<file path="config.mk">
export PLATFORM = sky130hd
export DESIGN_NAME = prime_neighbourhood_average_flat
export DESIGN_NICKNAME = d
export VERILOG_FILES = /design/src/rtl/pna_pkg.sv /design/src/rtl/pna_if.sv /design/src/rtl/pna_serdiv.sv /design/src/rtl/prime_neighbourhood_average.sv /design/src/flat_wrapper.sv
export SDC_FILE = /design/constraint.sdc
export NUM_CORES = 1
export LEC_CHECK = 0
export BUFFER_PORTS_ARGS = -buffer_cell sky130_fd_sc_hd__buf_2
export CELL_PAD_IN_SITES_DETAIL_PLACEMENT = 1
export CELL_PAD_IN_SITES_GLOBAL_PLACEMENT = 1
export CORE_ASPECT_RATIO = 0.6
export CORE_UTILIZATION = 35
export DETAILED_ROUTE_END_ITERATION = 12
export GPL_TIMING_DRIVEN = 0
export MAX_ROUTING_LAYER = met4
export PLACE_DENSITY_LB_ADDON = 0.1
export SLEW_MARGIN = 0
export SYNTH_ARGS = -nofsm -noshare
export SYNTH_HDL_FRONTEND = slang
export SYNTH_SLANG_ARGS = --single-unit
</file>
<file path="constraint.sdc">
create_clock -name i_clk -period 7.4 [get_ports i_clk]
set_input_delay 1.11 -clock i_clk [delete_from_list [all_inputs] [get_ports i_clk]]
set_output_delay 1.11 -clock i_clk [all_outputs]
set_load 0.03 [all_outputs]
</file>
<file path="src/rtl/pna_pkg.sv">
// ----------------------------------------------------------------------------
// pna_pkg
// shared widths, constants, types and helpers for the prime neighbourhood
// average block
// ----------------------------------------------------------------------------
`default_nettype none

package pna_pkg;

    // width of the value field
    localparam int VALUE_BITS      = 16;
    // ceiling on the number of primes gathered on each side
    localparam int MAX_PRIME_COUNT = 64;

    // configuration register and bus
    localparam int CFG_BITS   = 7;
    localparam int APB_DATA_W = 32;
    localparam int APB_ADDR_W = 3;

    // candidates run past the top of the value range on the upward search
    localparam int CAND_BITS = VALUE_BITS + 1;
    localparam int AVG_BITS  = VALUE_BITS + 1;
    localparam int CNT_BITS  = $clog2(MAX_PRIME_COUNT + 1);
    localparam int DEN_BITS  = $clog2(2 * MAX_PRIME_COUNT + 2);
    localparam int SUM_BITS  = CAND_BITS + DEN_BITS;

    // trial divisors stay a little above the square root of a candidate
    localparam int DVS_TRIAL = CAND_BITS / 2 + 2;
    localparam int DVS_BITS  = (DVS_TRIAL > DEN_BITS) ? DVS_TRIAL : DEN_BITS;
    localparam int SQ_BITS   = 2 * DVS_BITS;
    localparam int ITER_BITS = $clog2(SUM_BITS + 1);
    localparam int CLAMP_W   = (CFG_BITS > CNT_BITS) ? CFG_BITS : CNT_BITS;

    // trial division constants
    localparam logic [DVS_BITS-1:0] DIV_TWO   = DVS_BITS'(2);
    localparam logic [DVS_BITS-1:0] DIV_THREE = DVS_BITS'(3);
    localparam logic [DVS_BITS-1:0] DIV_FIVE  = DVS_BITS'(5);
    localparam logic [DVS_BITS-1:0] STEP_LO   = DVS_BITS'(2);
    localparam logic [DVS_BITS-1:0] STEP_HI   = DVS_BITS'(4);

    // register index
    localparam logic [APB_ADDR_W-3:0] REG_PRIME_COUNT = '0;

    // serial divider request and response
    typedef struct packed {
        logic                start;
        logic                full;      // full width division, else candidate modulo
        logic [SUM_BITS-1:0] dividend;  // left aligned
        logic [DVS_BITS-1:0] divisor;
    } t_div_req;

    typedef struct packed {
        logic                done;
        logic [SUM_BITS-1:0] quotient;
        logic [DVS_BITS-1:0] remainder;
    } t_div_rsp;

    // zero reads as one, large values saturate
    function automatic logic [CNT_BITS-1:0] eff_count(input logic [CFG_BITS-1:0] raw);
        logic [CLAMP_W-1:0] w;
        logic [CNT_BITS-1:0] res;
        w = CLAMP_W'(raw);
        if (w == '0) begin
            res = CNT_BITS'(1);
        end else if (w > CLAMP_W'(MAX_PRIME_COUNT)) begin
            res = CNT_BITS'(MAX_PRIME_COUNT);
        end else begin
            res = CNT_BITS'(w);
        end
        return res;
    endfunction

endpackage

`default_nettype wire

</file>
<file path="src/rtl/pna_if.sv">
// ----------------------------------------------------------------------------
// pna_if
// valid/ready channels for the value and the result items
// ----------------------------------------------------------------------------
`default_nettype none

interface pna_in_if;
    import pna_pkg::*;

    logic                  valid;
    logic                  ready;
    logic [VALUE_BITS-1:0] center_value;

    modport source (output valid, output center_value, input ready);
    modport sink   (input valid, input center_value, output ready);
endinterface

interface pna_out_if;
    import pna_pkg::*;

    logic                valid;
    logic                ready;
    logic [AVG_BITS-1:0] average;
    logic                short_below;
    logic                center_is_prime;

    modport source (output valid, output average, output short_below,
                    output center_is_prime, input ready);
    modport sink   (input valid, input average, input short_below,
                    input center_is_prime, output ready);
endinterface

`default_nettype wire

</file>
<file path="src/rtl/pna_serdiv.sv">
// ----------------------------------------------------------------------------
// pna_serdiv
// restoring divider, one quotient bit per cycle
// ----------------------------------------------------------------------------
`default_nettype none

module pna_serdiv (
    input  wire logic              i_clk,
    input  wire logic              i_rst_n,
    input  wire pna_pkg::t_div_req i_req,
    output pna_pkg::t_div_rsp      o_rsp
);
    import pna_pkg::*;

    logic                 r_busy;
    logic                 r_done;
    logic [ITER_BITS-1:0] r_iter;
    logic [SUM_BITS-1:0]  r_shift;
    logic [DVS_BITS-1:0]  r_rem;
    logic [DVS_BITS-1:0]  r_dvs;

    logic [DVS_BITS:0]    trial;
    logic                 fits;
    logic [DVS_BITS-1:0]  n_rem;

    // partial remainder with the next dividend bit brought down
    always_comb begin
        trial = {r_rem, r_shift[SUM_BITS-1]};
        fits  = (trial >= {1'b0, r_dvs});
        n_rem = fits ? DVS_BITS'(trial - {1'b0, r_dvs}) : trial[DVS_BITS-1:0];
    end

    always_ff @(posedge i_clk) begin
        if (!i_rst_n) begin
            r_busy <= 1'b0;
            r_done <= 1'b0;
        end else begin
            r_done <= 1'b0;
            if (i_req.start) begin
                r_busy  <= 1'b1;
                r_iter  <= i_req.full ? ITER_BITS'(SUM_BITS) : ITER_BITS'(CAND_BITS);
                r_shift <= i_req.dividend;
                r_rem   <= '0;
                r_dvs   <= i_req.divisor;
            end else if (r_busy) begin
                r_shift <= {r_shift[SUM_BITS-2:0], fits};
                r_rem   <= n_rem;
                r_iter  <= r_iter - ITER_BITS'(1);
                if (r_iter == ITER_BITS'(1)) begin
                    r_busy <= 1'b0;
                    r_done <= 1'b1;
                end
            end
        end
    end

    assign o_rsp.done      = r_done;
    assign o_rsp.quotient  = r_shift;
    assign o_rsp.remainder = r_rem;

endmodule

`default_nettype wire

</file>
<file path="src/rtl/prime_neighbourhood_average.sv">
// ----------------------------------------------------------------------------
// prime_neighbourhood_average
// average of the primes around a value, found by serial trial division
// ----------------------------------------------------------------------------
// For each value item the block gathers prime_count primes strictly below and
// strictly above it (and the value itself when prime), and returns the sum
// truncated-divided by 2*prime_count, plus one when the value is prime. If
// fewer primes lie below, the search stops at 2, short_below is raised and
// the denominator keeps its full size. prime_count zero acts as one; values
// above MAX_PRIME_COUNT saturate. One item is in work at a time; a new item
// can be taken while the previous result still waits at the output. Every
// trial division and the final average go through one shared bit-serial
// divider; the divisor square comes from a multiplier. The time an item
// takes depends on the data: how many candidates are tested and how many
// divisors up to their square roots each prime needs. prime_count lives at
// byte address 0 of the APB port.
// ----------------------------------------------------------------------------
`default_nettype none

module prime_neighbourhood_average (
    input  wire logic                           i_clk,
    input  wire logic                           i_rst_n,
    pna_in_if.sink                              i_in,
    pna_out_if.source                           o_out,
    input  wire logic                           psel,
    input  wire logic                           penable,
    input  wire logic                           pwrite,
    input  wire logic [pna_pkg::APB_ADDR_W-1:0] paddr,
    input  wire logic [pna_pkg::APB_DATA_W-1:0] pwdata,
    output logic      [pna_pkg::APB_DATA_W-1:0] prdata,
    output logic                                pready
);
    import pna_pkg::*;

    // search phase: what the primality result is used for
    typedef enum logic [1:0] {
        PH_DOWN,
        PH_CENTRE,
        PH_UP
    } t_phase;

    typedef enum logic [3:0] {
        S_IDLE,
        S_DOWN_STEP,
        S_UP_STEP,
        S_T_START,
        S_T_SQ,
        S_T_CMP,
        S_T_MOD,
        S_T_WAIT,
        S_T_RET,
        S_AVG,
        S_AVG_WAIT,
        S_OUT
    } t_state;

    // configuration
    logic [CFG_BITS-1:0]  r_prime_count;

    // sequencer
    t_state               r_state;
    t_phase               r_phase;
    logic [CAND_BITS-1:0] r_val;
    logic [CAND_BITS-1:0] r_cand;
    logic [CAND_BITS-1:0] r_test;
    logic [CNT_BITS-1:0]  r_cnt;
    logic [CNT_BITS-1:0]  r_left;
    logic [SUM_BITS-1:0]  r_sum;
    logic [DEN_BITS-1:0]  r_denom;
    logic                 r_short;
    logic                 r_cprime;
    logic                 r_is_prime;
    logic [DVS_BITS-1:0]  r_d;
    logic                 r_hi;      // testing the 6k+1 member of a pair
    logic [SQ_BITS-1:0]   r_dsq;
    logic [AVG_BITS-1:0]  r_avg;

    // output register
    logic                 r_out_valid;
    logic [AVG_BITS-1:0]  r_out_avg;
    logic                 r_out_short;
    logic                 r_out_cprime;

    t_div_req             div_req;
    t_div_rsp             div_rsp;

    logic                 cfg_wr;
    logic                 in_take;
    logic                 out_free;
    logic [CNT_BITS-1:0]  cnt_in;

    // ---- configuration port: zero wait states, one register
    assign pready = 1'b1;
    assign cfg_wr = psel && penable && pwrite;

    always_ff @(posedge i_clk) begin
        if (!i_rst_n) begin
            r_prime_count <= CFG_BITS'(1);
        end else if (cfg_wr && (paddr[APB_ADDR_W-1:2] == REG_PRIME_COUNT)) begin
            r_prime_count <= pwdata[CFG_BITS-1:0];
        end
    end

    always_comb begin
        prdata = '0;
        if (paddr[APB_ADDR_W-1:2] == REG_PRIME_COUNT) begin
            prdata = APB_DATA_W'(r_prime_count);
        end
    end

    // ---- shared serial divider: trial modulo and the final average
    always_comb begin
        div_req          = '0;
        div_req.start    = (r_state == S_T_MOD) || (r_state == S_AVG);
        div_req.full     = (r_state == S_AVG);
        if (r_state == S_AVG) begin
            div_req.dividend = r_sum;
            div_req.divisor  = DVS_BITS'(r_denom);
        end else begin
            div_req.dividend = {r_test, {(SUM_BITS - CAND_BITS){1'b0}}};
            div_req.divisor  = r_d;
        end
    end

    pna_serdiv u_serdiv (
        .i_clk   (i_clk),
        .i_rst_n (i_rst_n),
        .i_req   (div_req),
        .o_rsp   (div_rsp)
    );

    // ---- handshakes
    assign i_in.ready = (r_state == S_IDLE);
    assign in_take    = i_in.valid && (r_state == S_IDLE);
    assign out_free   = !r_out_valid || o_out.ready;
    assign cnt_in     = eff_count(r_prime_count);

    // ---- sequencer
    always_ff @(posedge i_clk) begin
        if (!i_rst_n) begin
            r_state     <= S_IDLE;
            r_out_valid <= 1'b0;
        end else begin
            // in S_OUT the hand-over below sets the valid bit itself
            if (o_out.ready && (r_state != S_OUT)) begin
                r_out_valid <= 1'b0;
            end
            case (r_state)
                S_IDLE: begin
                    if (in_take) begin
                        r_val   <= CAND_BITS'(i_in.center_value);
                        r_cand  <= CAND_BITS'(i_in.center_value);
                        r_cnt   <= cnt_in;
                        r_left  <= cnt_in;
                        r_sum   <= '0;
                        r_short <= 1'b0;
                        r_denom <= DEN_BITS'({cnt_in, 1'b0});
                        r_phase <= PH_DOWN;
                        r_state <= S_DOWN_STEP;
                    end
                end

                // walk down; stop once 2 has been passed
                S_DOWN_STEP: begin
                    if (r_left == '0 || r_cand <= CAND_BITS'(2)) begin
                        if (r_left != '0) begin
                            r_short <= 1'b1;
                        end
                        r_test  <= r_val;
                        r_phase <= PH_CENTRE;
                        r_state <= S_T_START;
                    end else begin
                        r_cand  <= r_cand - CAND_BITS'(1);
                        r_test  <= r_cand - CAND_BITS'(1);
                        r_state <= S_T_START;
                    end
                end

                S_UP_STEP: begin
                    if (r_left == '0) begin
                        r_state <= S_AVG;
                    end else begin
                        r_cand  <= r_cand + CAND_BITS'(1);
                        r_test  <= r_cand + CAND_BITS'(1);
                        r_state <= S_T_START;
                    end
                end

                // primality test of r_test
                S_T_START: begin
                    if (r_test < CAND_BITS'(2)) begin
                        r_is_prime <= 1'b0;
                        r_state    <= S_T_RET;
                    end else if (r_test < CAND_BITS'(4)) begin
                        r_is_prime <= 1'b1;
                        r_state    <= S_T_RET;
                    end else begin
                        r_d     <= DIV_TWO;
                        r_hi    <= 1'b0;
                        r_state <= S_T_MOD;
                    end
                end

                S_T_SQ: begin
                    r_dsq   <= SQ_BITS'(r_d) * SQ_BITS'(r_d);
                    r_state <= S_T_CMP;
                end

                // divisor past the square root: no factor left
                S_T_CMP: begin
                    if (r_dsq > SQ_BITS'(r_test)) begin
                        r_is_prime <= 1'b1;
                        r_state    <= S_T_RET;
                    end else begin
                        r_state <= S_T_MOD;
                    end
                end

                S_T_MOD: begin
                    r_state <= S_T_WAIT;
                end

                S_T_WAIT: begin
                    if (div_rsp.done) begin
                        if (div_rsp.remainder == '0) begin
                            r_is_prime <= 1'b0;
                            r_state    <= S_T_RET;
                        end else if (r_d == DIV_TWO) begin
                            r_d     <= DIV_THREE;
                            r_state <= S_T_MOD;
                        end else if (r_d == DIV_THREE) begin
                            r_d     <= DIV_FIVE;
                            r_state <= S_T_SQ;
                        end else if (!r_hi) begin
                            r_d     <= r_d + STEP_LO;
                            r_hi    <= 1'b1;
                            r_state <= S_T_MOD;
                        end else begin
                            r_d     <= r_d + STEP_HI;
                            r_hi    <= 1'b0;
                            r_state <= S_T_SQ;
                        end
                    end
                end

                // use the test result according to the phase
                S_T_RET: begin
                    case (r_phase)
                        PH_DOWN: begin
                            if (r_is_prime) begin
                                r_sum  <= r_sum + SUM_BITS'(r_cand);
                                r_left <= r_left - CNT_BITS'(1);
                            end
                            r_state <= S_DOWN_STEP;
                        end
                        PH_CENTRE: begin
                            r_cprime <= r_is_prime;
                            if (r_is_prime) begin
                                r_sum   <= r_sum + SUM_BITS'(r_val);
                                r_denom <= r_denom + DEN_BITS'(1);
                            end
                            r_left  <= r_cnt;
                            r_cand  <= r_val;
                            r_phase <= PH_UP;
                            r_state <= S_UP_STEP;
                        end
                        PH_UP: begin
                            if (r_is_prime) begin
                                r_sum  <= r_sum + SUM_BITS'(r_cand);
                                r_left <= r_left - CNT_BITS'(1);
                            end
                            r_state <= S_UP_STEP;
                        end
                        default: begin
                            r_state <= S_IDLE;
                        end
                    endcase
                end

                S_AVG: begin
                    r_state <= S_AVG_WAIT;
                end

                S_AVG_WAIT: begin
                    if (div_rsp.done) begin
                        r_avg   <= div_rsp.quotient[AVG_BITS-1:0];
                        r_state <= S_OUT;
                    end
                end

                // hand over once the output register is free
                S_OUT: begin
                    if (out_free) begin
                        r_out_valid  <= 1'b1;
                        r_out_avg    <= r_avg;
                        r_out_short  <= r_short;
                        r_out_cprime <= r_cprime;
                        r_state      <= S_IDLE;
                    end
                end

                default: begin
                    r_state <= S_IDLE;
                end
            endcase
        end
    end

    assign o_out.valid           = r_out_valid;
    assign o_out.average         = r_out_avg;
    assign o_out.short_below     = r_out_short;
    assign o_out.center_is_prime = r_out_cprime;

endmodule

`default_nettype wire

</file>
<file path="src/flat_wrapper.sv">
// flat-port wrapper written by rule: the top's interface ports become plain ports
module prime_neighbourhood_average_flat import pna_pkg::*;
  (i_clk, i_rst_n, psel, penable, pwrite, paddr, pwdata, prdata, pready, i_in_valid, i_in_center_value, i_in_ready, o_out_valid, o_out_average, o_out_short_below, o_out_center_is_prime, o_out_ready);
  pna_in_if i_in_i ();
  pna_out_if o_out_i ();
  input  wire logic i_clk;
  input  wire logic i_rst_n;
  input  wire logic psel;
  input  wire logic penable;
  input  wire logic pwrite;
  input  wire logic [pna_pkg::APB_ADDR_W-1:0] paddr;
  input  wire logic [pna_pkg::APB_DATA_W-1:0] pwdata;
  output logic      [pna_pkg::APB_DATA_W-1:0] prdata;
  output logic pready;
  input wire logic [$bits(i_in_i.valid)-1:0] i_in_valid;
  input wire logic [$bits(i_in_i.center_value)-1:0] i_in_center_value;
  output wire logic [$bits(i_in_i.ready)-1:0] i_in_ready;
  output wire logic [$bits(o_out_i.valid)-1:0] o_out_valid;
  output wire logic [$bits(o_out_i.average)-1:0] o_out_average;
  output wire logic [$bits(o_out_i.short_below)-1:0] o_out_short_below;
  output wire logic [$bits(o_out_i.center_is_prime)-1:0] o_out_center_is_prime;
  input wire logic [$bits(o_out_i.ready)-1:0] o_out_ready;
  assign i_in_i.valid = i_in_valid;
  assign i_in_i.center_value = i_in_center_value;
  assign i_in_ready = i_in_i.ready;
  assign o_out_valid = o_out_i.valid;
  assign o_out_average = o_out_i.average;
  assign o_out_short_below = o_out_i.short_below;
  assign o_out_center_is_prime = o_out_i.center_is_prime;
  assign o_out_i.ready = o_out_ready;
  prime_neighbourhood_average u_core (.i_clk(i_clk), .i_rst_n(i_rst_n), .i_in(i_in_i), .o_out(o_out_i), .psel(psel), .penable(penable), .pwrite(pwrite), .paddr(paddr), .pwdata(pwdata), .prdata(prdata), .pready(pready));
endmodule
</file>
After elaboration in Yosys (flattened, before gate mapping)
Cells that the tools add are included.
{"block": "word_totals", "regBits": 233, "inputBits": 58, "output_inout_bits": 54, "elab_cells": 212}
{"block": "op_classes", "addsub": 10, "n_mul": 1, "magnitude_cmp": 6, "n_eq_ne": 38, "mux": 82, "bitwise": 3, "n_reduce_logical": 44}
{"cell": "$mux 25", "count": 5}
{"cell": "$pmux 25 s2", "count": 2}
{"cell": "$mux 10", "count": 9}
{"cell": "$mux 17", "count": 5}
{"cell": "$pmux 17 s4", "count": 1}
{"cell": "$mux 4", "count": 12}
{"cell": "$pmux 4 s12", "count": 1}
{"cell": "$mux 35", "count": 1}
{"cell": "$mux 7", "count": 5}
{"cell": "$pmux 17 s2", "count": 1}
{"cell": "$pmux 7 s2", "count": 2}
{"cell": "$add 25x16->25", "count": 1}
{"cell": "$add 25x17->25", "count": 1}
{"cell": "$mux 8", "count": 3}
{"cell": "$reduce_and 6->1", "count": 4}
{"cell": "$mux 1", "count": 22}
{"cell": "$eq 10x2->1 const B", "count": 2}
{"cell": "$gt 20x17->1", "count": 1}
{"cell": "$mul 10x10->20", "count": 1}
{"cell": "$ne 2x2->1 const B", "count": 10}
{"cell": "$pmux 10 s2", "count": 1}
{"cell": "$reduce_and 5->1", "count": 4}
{"cell": "$add 17x1->17 const B", "count": 1}
{"cell": "$le 17x2->1 const B", "count": 1}
{"cell": "48 further kinds", "count": 88}

Longest topological paths before layout
{"block": "logic_depth", "ltp_word": 7, "depth_mapped": 19, "ltp_nobuf": 18}

Modules after synthesis
Synthesis repeated with hierarchy kept, for this count alone.
{"block": "unflattened", "hier_cells": 1554, "hier_area_um2": 15975.3}
{"module": "prime_neighbourhood_average", "instances": 1, "cells_each": 1339, "area_each_um2": 13160.1, "seq_area_each_um2": 5285.1}
{"module": "pna_serdiv", "instances": 1, "cells_each": 215, "area_each_um2": 2815.2, "seq_area_each_um2": 1541.5}

Worst setup path after synthesis
No wires, ideal clock.
{"block": "synth_timing", "path_type": "reg-to-reg", "startpoint": "register u_core.r_d[5]", "endpoint": "register u_core.r_dsq[17] (data pin)", "setup_ns": 0.265, "arrival_ns": 5.229, "required_time_ns": 7.135, "setup_slack_ns": 1.906, "stages_incl_launch_ff": 20, "n_path_buf": 1, "period_less_slack_ns": 5.494, "path_cell_list": "edfxtp_1 clkbuf_1 inv_1 nor2_1 fa_1 fa_1 inv_1 fa_1 inv_1 fa_1 inv_1 fa_1 inv_1 ha_1 nand2_1 a2111oi_0 nor3_1 o21ai_0 nand3b_1 nand4_1"}
{"block": "synth_via", "elab_chain_len": 1}
{"element": "start, declared", "line": "prime_neighbourhood_average.sv:73", "source": "logic [DVS_BITS-1:0] r_d;"}
{"element": "start signal, assigned", "line": "prime_neighbourhood_average.sv:235", "source": "r_d <= r_d + STEP_LO;"}
{"element": "start signal, assigned", "line": "prime_neighbourhood_average.sv:239", "source": "r_d <= r_d + STEP_HI;"}
{"element": "$mul 10x10->20", "line": "prime_neighbourhood_average.sv:205", "source": "r_dsq <= SQ_BITS'(r_d) * SQ_BITS'(r_d);"}
{"element": "end signal, assigned", "line": "prime_neighbourhood_average.sv:205"}
{"element": "end, declared", "line": "prime_neighbourhood_average.sv:75", "source": "logic [SQ_BITS-1:0] r_dsq;"}
Every way passes these cells.
A chain may end at the register's enable or synchronous reset.

Worst setup path in the final report
{"block": "layout_timing", "startpoint": "register u_core.r_d[7]", "endpoint": "register u_core.r_dsq[17] (data pin)"}
Same word-level chain as after synthesis.

==> impl_metrics.tcl <==
set metrics [dict create \
    cpMaxStageDelayCell "a2111oi_1" \
    vias 12434 \
    gr-usage-met1 0.378 \
    critPathMaxStageDelay_ns 0.63 \
    synth_top_area_share 0.415 \
    cts.sink_count 232 \
    layout_worst_path_cycle_share 0.924 \
    drtPass1Iterations 6 \
    yosysTopAreaCell "edfxtp_1" \
    crit_chain "clkbuf_1, inv_1, nor2_1, fa_1, fa_1, inv_1, fa_1, inv_1, fa_1, inv_1, fa_1, inv_1, ha_1, nand2_1, a2111oi_1, nor3_1, o21ai_0, nand3b_1, nand4_1" \
    period_minus_slack_ns 6.84 \
    cts.clk_slew.worst_paths_ns 0.06 \
    drv_cap 1 \
    tightestPinTransition_ns 1.49 \
    yosysMostFrequentCell "edfxtp_1" \
    power_density_nw_per_um2 237 \
    critPathBufInv 6 \
    ys_seq_area_frac 0.433 \
    ys_warn_count 0 \
    nNetsFinal 1884 \
    fin_setup_tns_ns 0 \
    synthArstFlopShare 0 \
    antenna_found_initial 0 \
    r2r_setup_slack_ns 0.56 \
    cts_tree "yes" \
    drv_slew 1 \
    ys_seq_elements 232 \
    place_area_sq_um 17000 \
    synth_xor_area_frac 0.0372 \
    wl_per_cell_um 22.5 \
    cp.required_ns 7.68 \
    synth_compound_area_frac 0.131 \
    die_w_um 276 \
    overflow 0 \
    slew-limit-headroom -0.00395 \
    holdWs_ns 0.417 \
    synth.mux.area_fraction 0.0400 \
    antenna_left 0 \
    start_util 0.360 \
    post_cts_resized 0 \
    synth-edff-count 218 \
    worstReg2RegStart "u_core.r_d[7]" \
    grt_use_met3 0.0344 \
    synth-simple-area-share 0.150 \
    cts_max_level 1 \
    dp.final_hpwl_mm 39.9 \
    busiest_layer "met1" \
    hold_start "u_core.r_avg[13]" \
    ys.flop_type "edfxtp_1" \
    synth_fa_ha_area_frac 0.147 \
    design.die.area_sq_um 45900 \
    die_y_um 166 \
    violations "capacitance limit, slew limit" \
    syn2layout_area_growth_pct 14.1 \
    reg2reg_to "u_core.r_dsq[17]" \
    r2r_cells 19 \
    ys_top_cells_by_area "edfxtp_1 42%, ha_1 8.5%, fa_1 6.2%" \
    cts_root_buf "clkbuf_16" \
    cts_buffer_depth 3 \
    crit_path_max_fanout 10 \
    groute.usage.overall 0.229 \
    finalSetupViolations 0 \
    path_class "reg2reg" \
    clock_latency_ns 0.56 \
    grt_max_degree 32 \
    drtIter0Drc 966 \
    cp-start-kind "flip-flop" \
    cp_top_family "adder cells" \
    antenna_cells 0 \
    syn_inst 1554 \
    fmax_ghz 0.146 \
    min_to "u_core.o_out.average[13]" \
    finalInstanceArea_sq_um 18000 \
    peakVddDrop_mv 0.154 \
    pin_count 112 \
    viasPerCell 5.48 \
    hold_viol_final 0 \
    leakagePower_nw 7.22 \
    synth_cell_type_count 72 \
    numPortBuffers 58 \
    worstHoldPathCells 0 \
    grt_pass1_wl_mm 78.6 \
    rsz0062_at_grt "no" \
    fin_worst_skew_ns 0.0243 \
    worst_setup_path_end_kind "flip-flop" \
    numCtsBuffers 26 \
    wl_mm 51.0 \
    status "finished, violations left" \
    cts_setup_buffers 0 \
    core_area_sq_um 43800 \
    rows 59 \
    use_met2 0.288 \
    grt_pass1_vias 12354 \
    crit_arrival_ns 7.12 \
    synth_top_family_by_area "simple AND/OR/NAND/NOR gates" \
    hold_path_class "reg2reg" \
    cts_hold_buf 0 \
    utilization 0.410 \
    drive_above_1_share 0.103 \
    drc 0 \
    syn_area_sq_um 15800 \
    gp_congestion 0.878 \
    synth_area_per_cell_sq_um 10.1 \
    ys_top_cells_by_count "218 x edfxtp_1, 160 x nand2_1, 133 x inv_1" \
]
==> metrics by stage <==
stage | setup slack [ns] | std cells | total power, mW
after global placement | 0.501 | 2215 | 2.68
after CTS | 0.356 | 2269 | 4.27
after floorplan | 1.91 | 1578 | 2.35
after global routing | 0.172 | 2269 | 4.45
after detailed placement | 0.402 | 2221 | 2.71
final | 0.565 | 2269 | 4.26
==> where the power goes <==
group	switching (mW)	internal, mW
sequential	0.0697	1.54
clock	0.577	0.979
combinational	0.703	0.389
total	1.35	2.91
==> layout by cell type, fill, tap and decap left out, drive strengths merged, types with 8 or more instances in the layout <==
| master | Yosys | layout |
|---|---|---|
| nand2 | 160 | 160 |
| and2 | 23 | 23 |
| nand3 | 32 | 32 |
| nor2b | 27 | 27 |
| nand2b | 17 | 17 |
| or3 | 13 | 13 |
| o21a | 17 | 17 |
| edfxtp | 218 | 218 |
| conb | 2 | 26 |
| ha | 107 | 107 |
| a22o | 8 | 8 |
| o21ai | 94 | 94 |
| dfxtp | 14 | 14 |
| xor2 | 27 | 27 |
| a31oi | 14 | 14 |
| and3 | 15 | 15 |
| nand4 | 16 | 16 |
| clkbuf | 58 | 86 |
| clkinv | 2 | 12 |
| fa | 49 | 49 |
| o22ai | 14 | 14 |
| a211oi | 9 | 9 |
| nor4 | 12 | 12 |
| xnor2 | 40 | 40 |
| o211ai | 13 | 13 |
| inv | 133 | 133 |
| mux2i | 45 | 45 |
| a21oi | 74 | 74 |
| bufinv | 0 | 9 |
| buf | 34 | 98 |
| a221o | 8 | 8 |
| nor2 | 106 | 106 |
| mux2 | 16 | 16 |
| a21o | 11 | 11 |
| nor3 | 31 | 31 |
==> how the worst max path moves through the flow <==
stage	startpoint	to	slack, ns	depth (start not counted)
after floorplan	u_core.r_d[5]	u_core.r_dsq[17]	1.91	19
after global placement	u_core.r_d[1]	u_core.r_dsq[17]	0.50	19
after detailed placement	u_core.r_d[7]	u_core.r_dsq[17]	0.40	19
after CTS	u_core.r_d[5]	u_core.r_dsq[17]	0.36	19
after global routing	u_core.r_d[5]	u_core.r_dsq[17]	0.17	19
final	u_core.r_d[7]	u_core.r_dsq[17]	0.56	19
==> cell families (layout without fill, tap and decap cells) <==
logic type      Yosys count  after routing
fa+ha+maj               156            156
compound gates          323            323
mux                      61             61
simple gates            486            486
flops                   232            232
buf+inv                 227            339
other cells               2             26
xor+xnor                 67             67
==> worst reg2reg max path: cells and delay by family (launching register included) <==
kind | cells | cell delay, ns
compound gates | 2 | 1.23
flops | 1 | 0.34
simple gates | 5 | 1.02
fa+ha+maj | 6 | 2.92
buf+inv | 6 | 1.09
==> routing by layer <==
metal | part of all wire | vias to the layer above
met5 | 0 | -
met4 | 0.013 | 0
met3 | 0.056 | 46
met2 | 0.37 | 323
met1 | 0.56 | 6306
li1 | - | 5759
==> flip-flops by register name, summed over array words and instances (netlist names), 2 cells and up <==
signal	flops
u_core.r_cnt	7
u_core.r_d	10
u_core.r_avg	17
u_core.u_serdiv.r_rem	10
u_core.r_denom	8
u_core.u_serdiv.r_shift	25
u_core.r_left	7
u_core.u_serdiv.r_iter	5
u_core.r_state	4
u_core.r_phase	2
u_core.r_val	16
u_core.r_sum	25
u_core.o_out.average	17
u_core.r_test	17
u_core.u_serdiv.r_dvs	10
u_core.r_cand	17
u_core.r_dsq	19
u_core.r_prime_count	7
==> cell type report <==
cell class                      count  area (sq um)
Tap cell                          579           724
Fill cell                        4979         25900
Clock inverter                     20           337
Multi-Input combinational cell   1119          8100
Buffer                             92           458
Timing Repair Buffer               64           352
Inverter                          135           507
Clock buffer                       28           679
Sequential cell                   232          6830
(Power assumes the default switching activity.)
